[src/rtl/dlf_pkg.sv]
// Shared types and constants of the delimiter or length framer.
`default_nettype none
package dlf_pkg;

   localparam int MAX_DELIM_LEN = 8;
   localparam int BYTE_W        = 8;
   localparam int WIN_W         = MAX_DELIM_LEN * BYTE_W;
   localparam int DLEN_W        = 4;
   localparam int FILL_W        = 16;
   localparam int CSR_IDX_W     = 3;

   localparam logic [FILL_W-1:0] FILL_MAX        = '1;
   localparam logic [WIN_W-1:0]  DELIM_BYTES_RST = WIN_W'(64'h0A0D);
   localparam logic [DLEN_W-1:0] DELIM_LEN_RST   = DLEN_W'(2);
   localparam logic [FILL_W-1:0] CONTENT_LEN_RST = FILL_W'(1);

   typedef enum logic [CSR_IDX_W-1:0] {
      CSR_FRAME_MODE  = 3'd0,
      CSR_DELIM_BYTES = 3'd1,
      CSR_DELIM_LEN   = 3'd2,
      CSR_CONTENT_LEN = 3'd3
   } csr_idx_type;

   typedef enum logic {
      MODE_DELIM = 1'b0,
      MODE_FIXED = 1'b1
   } frame_mode_type;

   typedef struct packed {
      frame_mode_type      frame_mode;
      logic [WIN_W-1:0]    delim_bytes;
      logic [DLEN_W-1:0]   delim_len;
      logic [FILL_W-1:0]   content_len;
   } cfg_type;

endpackage
`default_nettype wire

[src/rtl/dlf_csr.sv]
// Configuration registers and the progress-clear pulse.
`default_nettype none
module dlf_csr (
   input  wire                          clock,
   input  wire                          reset,
   input  wire                          csr_valid,
   input  wire [dlf_pkg::CSR_IDX_W-1:0] csr_index,
   input  wire [dlf_pkg::WIN_W-1:0]     csr_data,
   output dlf_pkg::cfg_type             cfg,
   output logic                         clear
);
   import dlf_pkg::*;

   cfg_type cfg_ff, cfg_in;

   always_comb begin
      cfg_in = cfg_ff;
      clear  = 1'b0;
      if (csr_valid) begin
         case (csr_idx_type'(csr_index))
            CSR_FRAME_MODE: begin
               cfg_in.frame_mode = frame_mode_type'(csr_data[0]);
               clear = 1'b1;
            end
            CSR_DELIM_BYTES: begin
               cfg_in.delim_bytes = csr_data;
               clear = 1'b1;
            end
            CSR_DELIM_LEN: begin
               cfg_in.delim_len = csr_data[DLEN_W-1:0];
               clear = 1'b1;
            end
            CSR_CONTENT_LEN: begin
               cfg_in.content_len = csr_data[FILL_W-1:0];
               clear = 1'b1;
            end
            default: ;
         endcase
      end
   end

   always_ff @(posedge clock) begin
      if (reset) begin
         cfg_ff.frame_mode  <= MODE_DELIM;
         cfg_ff.delim_bytes <= DELIM_BYTES_RST;
         cfg_ff.delim_len   <= DELIM_LEN_RST;
         cfg_ff.content_len <= CONTENT_LEN_RST;
      end else begin
         cfg_ff <= cfg_in;
      end
   end

   assign cfg = cfg_ff;

endmodule
`default_nettype wire

[src/rtl/dlf_match.sv]
// Delimiter window compare: all lengths in parallel, then select.
`default_nettype none
module dlf_match (
   input  wire [dlf_pkg::WIN_W-1:0]  window,
   input  wire [dlf_pkg::WIN_W-1:0]  delim_bytes,
   input  wire [dlf_pkg::DLEN_W-1:0] delim_len,
   input  wire [dlf_pkg::FILL_W-1:0] fill,
   output logic                      hit
);
   import dlf_pkg::*;

   localparam int SEL_W = $clog2(MAX_DELIM_LEN) > 0 ? $clog2(MAX_DELIM_LEN) : 1;

   logic [MAX_DELIM_LEN-1:0] hit_vec;
   logic [DLEN_W-1:0]        len_used;
   logic [SEL_W-1:0]         sel;

   // zero counts as one, above the window saturates
   always_comb begin
      if (delim_len == '0) begin
         len_used = DLEN_W'(1);
      end else if (delim_len > DLEN_W'(MAX_DELIM_LEN)) begin
         len_used = DLEN_W'(MAX_DELIM_LEN);
      end else begin
         len_used = delim_len;
      end
      sel = SEL_W'(len_used - DLEN_W'(1));
   end

   // hit_vec[k]: delimiter of k+1 bytes ends at the newest byte
   always_comb begin
      for (int k = 0; k < MAX_DELIM_LEN; k++) begin
         hit_vec[k] = 1'b1;
         for (int i = 0; i < MAX_DELIM_LEN; i++) begin
            if (i <= k) begin
               if (delim_bytes[BYTE_W*i +: BYTE_W] != window[BYTE_W*(k-i) +: BYTE_W]) begin
                  hit_vec[k] = 1'b0;
               end
            end
         end
      end
   end

   assign hit = hit_vec[sel] && (fill >= FILL_W'(len_used));

endmodule
`default_nettype wire

[src/rtl/dlf_core.sv]
// Input stage, frame tracking state and result register.
`default_nettype none
module dlf_core (
   input  wire                        clock,
   input  wire                        reset,
   input  dlf_pkg::cfg_type           cfg,
   input  wire                        clear,
   input  wire                        req_tvalid,
   output logic                       req_tready,
   input  wire [dlf_pkg::BYTE_W-1:0]  req_tdata,
   output logic                       rsp_tvalid,
   input  wire                        rsp_tready,
   output logic [dlf_pkg::BYTE_W-1:0] rsp_tdata,
   output logic                       rsp_tlast
);
   import dlf_pkg::*;

   logic              s1_valid_ff, s1_valid_in;
   logic [BYTE_W-1:0] s1_byte_ff;
   logic              out_valid_ff, out_valid_in;
   logic [BYTE_W-1:0] out_byte_ff;
   logic              out_last_ff;
   logic [WIN_W-1:0]  recent_ff, recent_in;
   logic [FILL_W-1:0] fill_ff, fill_in;

   logic              out_free;
   logic              adv;
   logic              req_acc;
   logic [WIN_W-1:0]  window;
   logic [FILL_W-1:0] fill_inc;
   logic [FILL_W-1:0] need;
   logic              delim_hit;
   logic              done;

   assign out_free   = !out_valid_ff || rsp_tready;
   assign adv        = s1_valid_ff && out_free;
   assign req_tready = !s1_valid_ff || out_free;
   assign req_acc    = req_tvalid && req_tready;

   assign window   = {recent_ff[WIN_W-BYTE_W-1:0], s1_byte_ff};
   assign fill_inc = (fill_ff == FILL_MAX) ? fill_ff : fill_ff + FILL_W'(1);
   assign need     = (cfg.content_len == '0) ? FILL_W'(1) : cfg.content_len;

   dlf_match u_match (
      .window      (window),
      .delim_bytes (cfg.delim_bytes),
      .delim_len   (cfg.delim_len),
      .fill        (fill_inc),
      .hit         (delim_hit)
   );

   assign done = (cfg.frame_mode == MODE_FIXED) ? (fill_inc >= need) : delim_hit;

   always_comb begin
      s1_valid_in  = req_acc || (s1_valid_ff && !adv);
      out_valid_in = adv || (out_valid_ff && !rsp_tready);
      recent_in    = recent_ff;
      fill_in      = fill_ff;
      if (clear) begin
         recent_in = '0;
         fill_in   = '0;
      end else if (adv) begin
         recent_in = window;
         fill_in   = done ? '0 : fill_inc;
      end
   end

   always_ff @(posedge clock) begin
      if (reset) begin
         s1_valid_ff  <= 1'b0;
         out_valid_ff <= 1'b0;
         recent_ff    <= '0;
         fill_ff      <= '0;
      end else begin
         s1_valid_ff  <= s1_valid_in;
         out_valid_ff <= out_valid_in;
         recent_ff    <= recent_in;
         fill_ff      <= fill_in;
      end
      if (req_acc) begin
         s1_byte_ff <= req_tdata;
      end
      if (adv) begin
         out_byte_ff <= s1_byte_ff;
         out_last_ff <= done;
      end
   end

   assign rsp_tvalid = out_valid_ff;
   assign rsp_tdata  = out_byte_ff;
   assign rsp_tlast  = out_last_ff;

endmodule
`default_nettype wire

[src/rtl/delimiter_or_length_framer.sv]
// Top level of the delimiter or fixed length byte framer.
//
// channel  direction  payload
// req_     in         tdata[7:0] data_byte
// rsp_     out        tdata[7:0] out_byte, tlast frame_end
// csr_     in         index[2:0] register, data[63:0] value
//
// One item per cycle sustained while rsp is ready; an item is taken into the input
// register and then passes through the result register to rsp.
// The delimiter compare over the eight-byte window sits between those two.
// Reset is synchronous: frame progress cleared, registers to defaults.
// A stalled rsp holds its item; req stays ready while the input stage can drain.
// csr_ready is always high; every write to a listed register clears progress.
`default_nettype none
module delimiter_or_length_framer (
   input  wire                          clock,
   input  wire                          reset,
   input  wire                          req_tvalid,
   output logic                         req_tready,
   input  wire [dlf_pkg::BYTE_W-1:0]    req_tdata,   // [7:0] data_byte
   output logic                         rsp_tvalid,
   input  wire                          rsp_tready,
   output logic [dlf_pkg::BYTE_W-1:0]   rsp_tdata,   // [7:0] out_byte
   output logic                         rsp_tlast,
   input  wire                          csr_valid,
   output logic                         csr_ready,
   input  wire [dlf_pkg::CSR_IDX_W-1:0] csr_index,
   input  wire [dlf_pkg::WIN_W-1:0]     csr_data
);
   import dlf_pkg::*;

   cfg_type cfg;
   logic    clear;

   assign csr_ready = 1'b1;

   dlf_csr u_csr (
      .clock     (clock),
      .reset     (reset),
      .csr_valid (csr_valid),
      .csr_index (csr_index),
      .csr_data  (csr_data),
      .cfg       (cfg),
      .clear     (clear)
   );

   dlf_core u_core (
      .clock      (clock),
      .reset      (reset),
      .cfg        (cfg),
      .clear      (clear),
      .req_tvalid (req_tvalid),
      .req_tready (req_tready),
      .req_tdata  (req_tdata),
      .rsp_tvalid (rsp_tvalid),
      .rsp_tready (rsp_tready),
      .rsp_tdata  (rsp_tdata),
      .rsp_tlast  (rsp_tlast)
   );

endmodule
`default_nettype wire

[config.mk]
export PLATFORM = sky130hd
export DESIGN_NAME = delimiter_or_length_framer
export DESIGN_NICKNAME = d
export VERILOG_FILES = /design/src/rtl/dlf_pkg.sv /design/src/rtl/dlf_csr.sv /design/src/rtl/dlf_match.sv /design/src/rtl/dlf_core.sv /design/src/rtl/delimiter_or_length_framer.sv
export SDC_FILE = /design/constraint.sdc
export NUM_CORES = 1
export LEC_CHECK = 0
export CAP_MARGIN = 0
export CORE_MARGIN = 2
export CORE_UTILIZATION = 50
export CTS_CLUSTER_SIZE = 10
export DETAILED_ROUTE_END_ITERATION = 8
export DONT_BUFFER_PORTS = 1
export MAX_ROUTING_LAYER = met4
export PLACE_DENSITY = 0.69
export REMOVE_ABC_BUFFERS = 1
export SETUP_SLACK_MARGIN = 0.5
export SLEW_MARGIN = 10
export SYNTH_ARGS = -nofsm -noshare
export SYNTH_HDL_FRONTEND = slang
export SYNTH_HIERARCHICAL = 1
export SYNTH_SLANG_ARGS = --single-unit
[constraint.sdc]
create_clock -name clock -period 4.6 [get_ports clock]
set_clock_uncertainty 0.15 [all_clocks]
set_input_delay 0.69 -clock clock [delete_from_list [all_inputs] [get_ports clock]]
set_output_delay 0.69 -clock clock [all_outputs]
set_load 0.005 [all_outputs]
== After elaboration in Yosys (flattened, before gate mapping) ==
Index checks and enable logic that the tools add are counted.

* Reduce and logical (&&, ||, !) cells: 22
* Equality and inequality tests: 40
* Mux-type cells: 46
* Add/subtract/negate cells: 2
* Order comparisons: 4

{| class="wikitable"
|+ Operators with widths
! cell !! number
|-
| inequality test 8 bit || 36
|-
| 2-to-1 mux 16 bit || 3
|-
| 2-to-1 mux 1 bit || 40
|-
| adder 16 x 1 -> 16 bit, second input constant || 1
|-
| equality test 16 bit, second input constant || 1
|-
| greater-or-equal comparator 16 bit || 1
|-
| greater-or-equal comparator 16 x 4 -> 1 bit || 1
|-
| zero test 16 bit || 1
|-
| 2-to-1 mux 4 bit || 2
|-
| AND reduction 2 bit || 4
|-
| equality test 3 x 2 -> 1 bit, second input constant || 2
|-
| logical AND 1 bit || 5
|-
| greater-than comparator 4 bit, second input constant || 1
|-
| zero test 1 bit || 4
|-
| zero test 4 bit || 1
|-
| logical OR 1 bit || 4
|-
| < comparator 3 x 4 -> 1 bit, second input constant || 1
|-
| OR reduction 4 bit || 1
|-
| binary-select mux 1 bit (select 3 bit) || 1
|-
| equality test 3 x 1 -> 1 bit, second input constant || 1
|-
| zero test 3 bit || 1
|-
| subtractor 3 x 1 -> 3 bit, second input constant || 1
|-
| OR reduction 2 bit || 1
|}

* Logic and storage cells: 125
* Bits of input ports: 80
* Bits in registers: 176

== Longest topological paths before layout ==
* Depth after elaboration: 14
* Gate-level depth with buffers: 17
* Gate-level depth less buffers: 14

== Cells and area by module ==
Netlist, hierarchy kept.

{| class="wikitable"
|+ Modules (own cells, without submodules)
! module !! times used !! sequential area each (µm²) !! cells each !! area an instance (µm²)
|-
| dlf_core || 1 || 1,991.9 || 476 || 4,126.5
|-
| dlf_match || 1 || 0.0 || 483 || 3,814.9
|-
| dlf_csr || 1 || 1,701.6 || 358 || 3,784.9
|-
| delimiter_or_length_framer || 1 || 0.0 || 2 || 11.3
|}

== Least setup slack after synthesis ==
No wires, ideal clock.

* Kind: register -> register
* From: register u_core.fill_ff[0]
* To: register u_core.fill_ff[9]
* Arrival: 3.335 ns
* Required time: 4.364 ns
* Path slack: 1.029 ns
* Setup time: 0.086 ns
* Period minus slack after synthesis: 3.571 ns
* Stages on the path, launching flop included: 16
* Cells stage by stage: dfxtp_1 -> ha_1 -> nand3_4 -> or4_1 -> buf_2 -> nand3_1 -> nor2_1 -> xor2_1 -> ha_1 -> and3_1 -> a221oi_1 -> nor3_1 -> o32a_1 -> buf_6 -> buf_8 -> a211oi_1

* Longest elaborated chain between the ends: 6
* Elaborated cells on any way between the ends: 8
* Classes of those cells: add/sub (1); order compare (2); eq/ne (1); mux (3); reduce/logical (1)

{| class="wikitable"
|+ RTL lines
! element !! line !! text
|-
| start, declared || dlf_core.sv:24 || <nowiki>logic [FILL_W-1:0] fill_ff, fill_in;</nowiki>
|-
| start signal, assigned || dlf_core.sv:78 || <nowiki>fill_ff <= fill_in;</nowiki>
|-
| adder 16 x 1 -> 16 bit / equality test 16 bit (equally long branches) || dlf_core.sv:41 || <nowiki>assign fill_inc = (fill_ff == FILL_MAX) ? fill_ff : fill_ff + FILL_W'(1);</nowiki>
|-
| 2-to-1 mux 16 bit (*) || dlf_core.sv:41 ||
|-
| net u_core.fill_inc[7] || dlf_core.sv:30 || <nowiki>logic [FILL_W-1:0] fill_inc;</nowiki>
|-
| greater-or-equal comparator 16 x 4 -> 1 bit || dlf_match.sv:44 || <nowiki>assign hit = hit_vec[sel] && (fill >= FILL_W'(len_used));</nowiki>
|-
| logical AND 1 bit || dlf_match.sv:44 ||
|-
| 2-to-1 mux 1 bit (*) || dlf_core.sv:52 || <nowiki>assign done = (cfg.frame_mode == MODE_FIXED) ? (fill_inc >= need) : delim_hit;</nowiki>
|-
| net u_core.done || dlf_core.sv:33 || <nowiki>logic done;</nowiki>
|-
| 2-to-1 mux 16 bit (*) || dlf_core.sv:64 || <nowiki>fill_in = done ? '0 : fill_inc;</nowiki>
|}

The timed path passes the listed nets; every way through them passes the cells marked *.
A chain may end at the register's enable or synchronous reset.

== Worst setup path in the final report ==
* From: register u_core.fill_ff[0]
* To: register u_core.fill_ff[6]

* Longest elaborated chain between the ends: 6
* Elaborated cells on any way between the ends: 8
* Classes of those cells: add/sub (1); order compare (2); eq/ne (1); mux (3); reduce/logical (1)

{| class="wikitable"
|+ RTL lines
! element !! line
|-
| adder 16 x 1 -> 16 bit / equality test 16 bit (equally long branches) || dlf_core.sv:41
|-
| 2-to-1 mux 16 bit (*) || dlf_core.sv:41
|-
| net u_core.fill_inc[7] || dlf_core.sv:30
|-
| greater-or-equal comparator 16 x 4 -> 1 bit || dlf_match.sv:44
|-
| logical AND 1 bit || dlf_match.sv:44
|-
| 2-to-1 mux 1 bit (*) || dlf_core.sv:52
|-
| 2-to-1 mux 16 bit (*) || dlf_core.sv:64
|}

Marked as above.

==> results.yml <==
finish:
  final_nets: 1332
  syn_to_final_growth_pct: 2.42
  num_antenna_cells: 0
  drive_above_1_share_pct: 5.55
  fin_util_pct: 51.7
  layoutNonFillerInstCount: 1562
floorplanning:
  io_pins: 92
  core_area_um2: 23300
  dieArea_um2: 24700
  num_rows: 56
  start_util_pct: 50.5
  die_w_um: 157
  die_h_um: 157
clock_network:
  cts_hold_buf: 0
  cts_tree: "built"
  clock-sinks: 176
  clk-insertion-delay-late_ns: 0.44
  cts-htree-levels: 4
  post-cts-setup-buffers: 0
  cts_resized: 0
  clkTransAtPathRegs_ns: 0.07
  cts_made_buffers: 17
  cts.path.max_buffers: 2
  clockRootBuffer: "clkbuf_16"
global_routing:
  grt_pass1_wl_um: 50000
  grt_pass1_vias: 8434
  antenna_found_initial: 0
  grt_max_degree: 160
  grt_usage_pct: 27.5
  overflow: 0
synthesis:
  synth-edff-count: 17
  yosys-top-cells-area: "dfxtp_1 27%, xnor2_1 13%, xor2_1 10%, nand2b_1 7.8%, mux2i_1 7.5%"
  syn_avg_cell_area_um2: 8.90
  yosys.cell_count.top_type: "xnor2_1"
  async_flop_share_pct: 0
  seq_area_frac_synth_pct: 31.5
  ys_warn_count: 6
  synthFlopType: "dfxtp_1"
  yosys.area.top_type_share_pct: 27.1
  ys_ff_latch: 176
  netlist_top_cells_count: "172 x xnor2_1, 159 x dfxtp_1, 147 x nand2b_1"
  yosysTopAreaCell: "dfxtp_1"
  yosysUniqueCellTypes: 61
  syn_area_um2: 11700
  synthCells: 1319
place:
  place_hpwl_um: 23200
  post-place-ws_ns: 0.561
  dp_cells: 1530
  portBuffers: 0
  place_congestion: 1.05
timing:
  hold_viol: 0
  setup_ws_ns: 0.786
  rsz0062_at_grt: "no"
  slew_headroom_pct: 24.0
  tightest_slew_ns: 1.14
  setup-tns-final_ns: 0
  fmax_ghz: 0.262
  slew_viol_final: 0
  setup_viol: 0
  final.period_utilization_pct: 82.9
  period_needed_ns: 3.81
pwr:
  powerDensity_nw_per_um2: 287
  p_leak_nw: 4.43
  power.total_w: 0.00345
  ir_worst_vdd_mv: 0.228
hold_path:
  hold_path.class: "input pin to flop"
drt:
  drt-total-wl_um: 33000
  remaining_drc_errors: 0
  dr_total_vias: 8873
  post_drt_wl_per_cell_um: 21.1
  first_pass_iters: 5
  viasPerCell: 5.68
  drt-initial-drc-count: 770
  ant_nets: 0
worst_setup_path:
  worst_setup_path_end_kind: "flop"
  start_kind: "flop"
  critPathKind: "flop to flop"
  required_ns: 4.80
  crit_fanout: 17
  cp.arrival_ns: 4.02
outcome:
  status: "finished, final reports clean"
job:
  cap_viol_max_count: 0
==> sequential cells by signal (all words and copies together) (netlist names) <==
signal and flops:
u_core/s1_byte_ff 8, u_core/rsp_tvalid 1, u_core/rsp_tdata 8, u_core/fill_ff 16
u_core/rsp_tlast 1, u_csr/cfg 85, u_core/s1_valid_ff 1, u_core/recent_ff 56
==> path summary, 6_finish.rpt <==
path	slack [ns]	to	cells past startpoint	startpoint
setup / recovery	0.79	u_core/fill_ff[6]	12	u_core/fill_ff[0]
hold / removal	0.20	u_core/s1_byte_ff[7]	0	req_tdata[7]
setup reg to reg	0.79	u_core/fill_ff[6]	12	u_core/fill_ff[0]
hold reg to reg	0.32	u_core/recent_ff[52]	2	u_core/recent_ff[52]
==> cells in the final DEF (no fill, tap or decap), drive strengths merged, types with 2 or more instances in the layout <==
master / synthesis / layout
xor2: 136 / 136
and3: 8 / 8
inv: 25 / 30
mux2i: 88 / 88
ha: 22 / 22
dfxtp: 159 / 159
and4bb: 2 / 2
bufinv: 0 / 2
xnor2: 172 / 172
nor3: 10 / 10
clkinv: 0 / 4
a21o: 6 / 6
clkbuf: 46 / 21
nand2b: 148 / 148
nor4: 54 / 54
a21oi: 60 / 60
o2111ai: 2 / 2
nand2: 133 / 133
nor4b: 2 / 2
nand4: 56 / 56
a211oi: 14 / 14
edfxtp: 17 / 17
and2: 4 / 4
or3: 2 / 2
nor2: 24 / 24
o31ai: 4 / 4
nand3: 19 / 19
o21ai: 6 / 6
buf: 79 / 17
==> where the power goes <==
| part | switching [W] | internal [W] |
|---|---|---|
| Clock | 0.000651 | 0.000841 |
| Sequential | 0.0000751 | 0.00158 |
| Combinational | 0.000162 | 0.000140 |
==> cell type report <==
type / instances / area (um2)
fillers: 2243 / 11200
flip-flops and latches: 176 / 3690
inverters: 25 / 93.8
repair buffers: 17 / 128
clock inverters: 11 / 128
clock buffers: 21 / 462
multi-input cells: 993 / 7120
well taps: 319 / 399
==> kinds of logic (layout without fill, tap and decap cells) <==
group / after synthesis / after routing / synth area share (%)
compound gates: 103 / 103 / 5.62
xor+xnor: 308 / 308 / 23.0
fa+ha+maj: 22 / 22 / 2.35
buf+inv: 150 / 74 / 7.95
flops: 176 / 176 / 31.5
mux: 89 / 89 / 7.60
other cells: 1 / 1 / 0.0319
simple gates: 470 / 470 / 22.0
==> metal layers <==
metal	up-vias	global-route usage, %	routed length, um
met5	-	-	0
met4	0	9.96	1030
met3	70	5.09	2090
met2	344	43.9	15500
met1	4244	34.9	14400
li1	4215	-	-
==> critical path: stages (launching register included) <==
cell	delay, ns
dfxtp_1	0.43
ha_1	0.29
nand3_4	0.13
or4_4	0.63
nand3_1	0.15
nor2_1	0.06
xor2_1	0.23
ha_1	0.29
and3_1	0.17
a221oi_1	0.30
nor3_1	0.07
o32a_2	0.56
a211oi_1	0.28
==> through the flow <==
stage / hold WS, ns / instance area (um2)
5_1_grt: 0.177 / 12000
6_report: 0.195 / 12000
3_5_place_dp: 0.309 / 11400
3_3_place_gp: 0.305 / 11400
4_1_cts: 0.183 / 12000
2_1_floorplan: 0.298 / 10900
Note: power is estimated with default switching activity, not from simulation.
